**config.mk**
```make
export PLATFORM = sky130hd
export DESIGN_NAME = pbwu_ctrl
export DESIGN_NICKNAME = d
export VERILOG_FILES = /design/src/assert_macros.svh /design/src/pbwu_pkg.sv /design/src/pbwu_ctrl.sv
export SDC_FILE = /design/constraint.sdc
export NUM_CORES = 1
export LEC_CHECK = 0
export BUFFER_PORTS_ARGS = -buffer_cell sky130_fd_sc_hd__buf_2
export CORE_AREA = 2 2 39 41
export CTS_CLUSTER_SIZE = 8
export DETAILED_ROUTE_END_ITERATION = 6
export DIE_AREA = 0 0 41 43
export GPL_ROUTABILITY_DRIVEN = 1
export HOLD_SLACK_MARGIN = 0.08
export PLACE_DENSITY = 0.42
export SLEW_MARGIN = 0
export SYNTH_ARGS = -nofsm -noshare
export SYNTH_HDL_FRONTEND = slang
export SYNTH_SLANG_ARGS = --single-unit
```
**constraint.sdc**
```tcl
create_clock -name clk -period 1.25 [get_ports clk]
set_input_delay 0.125 -clock clk [delete_from_list [all_inputs] [get_ports clk]]
set_output_delay 0.125 -clock clk [all_outputs]
set_load 0.1 [all_outputs]
```
**src/assert_macros.svh**
```systemverilog
// Assertion helpers used by the top-level RTL file.
`ifndef ASSERT_MACROS_SVH
`define ASSERT_MACROS_SVH

// Property checked on every clock edge outside reset.
`define ASSERT_CLK(lbl, prop) \
  lbl: assert property (@(posedge clk) disable iff (rst) prop) \
    else $error("pixel_blend_write_unit: assertion failed");

// Antecedent on one edge, consequent on the next.
`define ASSERT_NEXT(lbl, ante, cons) \
  lbl: assert property (@(posedge clk) disable iff (rst) (ante) |=> (cons)) \
    else $error("pixel_blend_write_unit: assertion failed");

`endif

```
**src/pbwu_pkg.sv**
```systemverilog
package pbwu_pkg;

  localparam int FB_WIDTH_DEF  = 256;
  localparam int FB_HEIGHT_DEF = 256;

  // Request kinds
  localparam logic KIND_WRITE = 1'b0;
  localparam logic KIND_READ  = 1'b1;

  // Blend modes
  localparam logic [3:0] MODE_STORE = 4'd0;
  localparam logic [3:0] MODE_XOR   = 4'd1;
  localparam logic [3:0] MODE_AND   = 4'd2;
  localparam logic [3:0] MODE_OR    = 4'd3;
  localparam logic [3:0] MODE_ADDW  = 4'd4;
  localparam logic [3:0] MODE_ADDS  = 4'd5;
  localparam logic [3:0] MODE_SUBW  = 4'd6;
  localparam logic [3:0] MODE_SUBS  = 4'd7;
  localparam logic [3:0] MODE_ROTL  = 4'd8;
  localparam logic [3:0] MODE_ROTR  = 4'd9;
  localparam logic [3:0] MODE_SHL   = 4'd10;
  localparam logic [3:0] MODE_SHR   = 4'd11;
  localparam logic [3:0] MODE_FIRST_BAD = 4'd12;

  localparam logic [4:0] PIX_MAX = 5'd31;

  typedef struct packed {
    logic               kind;
    logic signed [11:0] x_coord;
    logic signed [11:0] y_coord;
    logic        [4:0]  color_value;
    logic        [3:0]  blend_mode;
  } pix_req_t;

  typedef struct packed {
    logic [4:0] read_data;
    logic       in_range;
    logic       pixel_written;
    logic       bad_mode;
  } pix_rsp_t;

  // Controller to datapath
  typedef struct packed {
    logic clear;   // write zero at clear pointer, advance it
    logic accept;  // latch request, compute address
    logic commit;  // write blended pixel, load result register
  } dp_cmd_t;

  // Datapath to controller
  typedef struct packed {
    logic clear_last;
  } dp_status_t;

endpackage

```
**src/pbwu_ctrl.sv**
```systemverilog
module pbwu_ctrl (
  input  logic                clk,
  input  logic                rst,
  input  logic                pixel_valid,
  output logic                pixel_stall,
  output logic                result_valid,
  input  logic                result_stall,
  output pbwu_pkg::dp_cmd_t   cmd,
  input  pbwu_pkg::dp_status_t status
);

  localparam logic [1:0] ST_CLEAR = 2'd0;
  localparam logic [1:0] ST_IDLE  = 2'd1;
  localparam logic [1:0] ST_READ  = 2'd2;
  localparam logic [1:0] ST_EXEC  = 2'd3;

  logic [1:0] state;
  logic [1:0] state_next;
  logic       slot_free;

  assign pixel_stall = (state != ST_IDLE);
  assign slot_free   = !result_valid || !result_stall;

  always_comb begin
    cmd.clear  = (state == ST_CLEAR);
    cmd.accept = (state == ST_IDLE) && pixel_valid;
    cmd.commit = (state == ST_EXEC) && slot_free;
  end

  always_comb begin
    state_next = state;
    case (state)
      ST_CLEAR: if (status.clear_last) state_next = ST_IDLE;
      ST_IDLE:  if (pixel_valid) state_next = ST_READ;
      ST_READ:  state_next = ST_EXEC;
      ST_EXEC:  if (slot_free) state_next = ST_IDLE;
      default:  state_next = ST_CLEAR;
    endcase
  end

  always_ff @(posedge clk) begin
    if (rst) begin
      state        <= ST_CLEAR;
      result_valid <= 1'b0;
    end else begin
      state <= state_next;
      if (cmd.commit) begin
        result_valid <= 1'b1;
      end else if (!result_stall) begin
        result_valid <= 1'b0;
      end
    end
  end

endmodule

```
==> flow_metrics.tcl <==
set metrics [dict create \
    rows 14 \
    combPwrFrac_pct 74.3 \
    fp.dieArea_mm2 0.001763 \
    gr-total-overflow 0 \
    crit_top_cell "buf_6" \
    antenna_found_initial 0 \
    grt_max_degree 6 \
    dp.cells 52 \
    synth_top_cell_by_area "dfxtp_1" \
    critPathMaxFanout 3 \
    violations "negative setup slack" \
    synth_area_um2 206.4 \
    netlist_top_cells_count "dfxtp_1 (3), ha_1 (3), inv_1 (3), nor2_1 (3), nand2b_1 (2)" \
    required_ps 1120 \
    netlist_instances 22 \
    holdBufCountCts 0 \
    clockBufferDepth 2 \
    arrival_ps 1200 \
    fin_crit_ps 1328 \
    grt_usage_pct 8.216 \
    synth_xor_xnor_area_share_pct 0 \
    ys_ff_latch 3 \
    finalInstanceArea_um2 495.5 \
    htree_levels 1 \
    max-cap-violations 0 \
    ant_nets 0 \
    pwr-share-clk_pct 12.4 \
    via_count 216 \
    cts_root_buf "clkbuf_4" \
    pin_count 10 \
    worstMarginPinSlew_ps 486.3 \
    hold_violations 0 \
    critPathTopFamily "buffers and inverters" \
    p_switching_mw 0.6459 \
    drv_slew 0 \
    coreArea_mm2 0.001384 \
    final_cell_count_no_fill 58 \
    drt_wl_total_um 522 \
    synthArstFlopShare_pct 0 \
    seqPwrFrac_pct 13.4 \
    synth.distinct_cells 13 \
    avgRoutedWirePerCell_um 9.000 \
    relSlewSlack_pct 67.80 \
    die_w_um 41 \
    synth-edff-count 0 \
    cts.clk_slew.worst_paths_ps 40 \
    placedInstanceArea_um2 402.9 \
    synth-main-ff-cell "dfxtp_1" \
    ir_drop_v 0.0007515 \
    fmaxAchievable_ghz 0.7528 \
    insertion_delay_ps 230 \
    grt_pass1_wl_um 924 \
    seq_area_frac_synth_pct 29.09 \
    yosys_warnings 0 \
    start_kind "flop" \
    critPathMaxStageDelay_ps 370 \
    status "finished, violations left" \
    seq_area_um2 68.82 \
    hold-path-cell-count 2 \
    fillers 145 \
    yosys-top-cells-area "dfxtp_1 (29%), ha_1 (18%), o221a_4 (9.7%)" \
    end_kind "output pin" \
    worst_path_max_delay_cell "dfxtp_4" \
    p_per_area_mw_per_mm2 2761 \
    numCtsBuffers 3 \
    initial_core_util_pct 14.92 \
    p_int_mw 0.7221 \
    grt_setup_unrepaired "yes" \
    area_growth_pct 140.0 \
    synthMuxAreaShare_pct 12.12 \
    yosys.area_share.simple_pct 17.58 \
    yosysTopAreaCellShare_pct 29.09 \
    final_min_period_over_clock_period_pct 106.3 \
    synth_top_family_by_area "adder cells" \
    n_antenna_cell 0 \
    numPortBuffers 9 \
    drt_iter0_markers 3 \
    p_total_mw 1.368 \
    setup_violations 4 \
    gp_congestion 0.6484 \
    first_global_vias 241 \
    path_depth 6 \
    fin_skew_ps 0.1015 \
    critical_path_class "flop to output pin" \
    drt_first_pass_iters 4 \
    clock_sinks 3 \
    synth_compound_area_share_pct 15.76 \
    remaining_drc_errors 0 \
    cellLeakagePower_nw 0.2176 \
    via_per_inst 3.724 \
    avgSynthCellArea_um2 9.384 \
    multi_input_area_um2 181.4 \
    nets 51 \
    fin_ws_ps -78.46 \
    die_h_um 43 \
    crit_chain "inv_4, ha_4, buf_6, inv_6, buf_6, buf_12" \
    r2r_cells 6 \
    synthAdderAreaFrac_pct 18.18 \
    cts_tree "done" \
    cp_num_buf_inv 5 \
    min_path_type "primary input to flop" \
    p_sw_share_pct 47.22 \
    layout-drive-gt1-share_pct 78.57 \
    syn_nets 30 \
    dp.final_hpwl_um 413.7 \
]
[cells in the final DEF (no fill, tap or decap)]
| master | n |
|---|---|
| a21boi_4 | 1 |
| a21oi_1 | 1 |
| and2_4 | 1 |
| buf_12 | 4 |
| buf_2 | 5 |
| buf_4 | 2 |
| buf_6 | 5 |
| clkbuf_1 | 1 |
| clkbuf_4 | 3 |
| dfxtp_2 | 1 |
| dfxtp_4 | 2 |
| ha_4 | 3 |
| inv_2 | 2 |
| inv_4 | 1 |
| inv_6 | 1 |
| mux2_4 | 1 |
| mux2i_1 | 1 |
| nand2b_1 | 2 |
| nand3_1 | 1 |
| nor2_1 | 3 |
| o221a_4 | 1 |
[worst paths after layout]
| check | slack, ps | end | from |
|---|---|---|---|
| hold reg to reg | 520 | state[1]$_SDFFE_PP0P_ | state[1]$_SDFFE_PP0P_ |
| setup reg to reg | -70 | state[0]$_SDFFE_PP0P_ | state[1]$_SDFFE_PP0P_ |
| setup / recovery | -80 | pixel_stall | state[1]$_SDFFE_PP0P_ |
| hold / removal | 100 | result_valid$_SDFFE_PP0P_ | rst |
[final cells by class]
type	count	share of cell area, %
Clock buffer	4	5.303
Inverter	4	4.545
Multi-Input combinational cell	15	36.62
Sequential cell	3	13.89
Tap cell	16	4.040
Timing Repair Buffer	16	35.61
[power groups by stage]
stage	combinational (mW)	sequential [mW]	clock (mW)
detailed placement	0.914	0.154	0
CTS	1.00	0.181	0.180
global placement	0.896	0.152	0
global route	1.08	0.187	0.182
finish	1.02	0.183	0.169
floorplan	0.575	0.184	0
[sequential cells by signal, summed over array words and instances, names as in the netlist]
register,count
result_valid,1
state,2
[metrics by stage]
step	TNS, ps	worst slack (ps)	hold slack [ps]	utilization [%]
final	-281.1	-78.46	103.1	35.80
after global routing	-491.2	-111.2	121.4	35.80
after CTS	-331.4	-91.69	91.89	35.26
after detailed placement	-20.38	-20.38	340.7	29.11
after global placement	-6.297	-6.297	332.1	29.11
after floorplan	-218.0	-187.5	190.0	-
[per-layer routing]
layer / track usage, % / vias to the layer above / share of wire (%)
li1: - / 111 / -
met1: 8.307 / 99 / 34
met2: 12.81 / 6 / 59
met3: 1.571 / 0 / 7.1
met4: 8.000 / 0 / 0
met5: 0 / - / 0
[cells by family after synthesis]
kind of cell,after synthesis
AO/OA/AOI/OAI,3
adder cells (fa/ha/maj),3
buffers and inverters,4
flip-flops,3
multiplexers,2
AND/OR/NAND/NOR,7
[what timing repair did]
action	CTS	global route
endpoints found under the setup margin	5	6
hold endpoints to repair	0	0
setup buffers	1	1
pin swaps	1	1
gates resized for setup	13	0
cloned	0	0
Note: power is estimated with default switching activity, not from simulation.
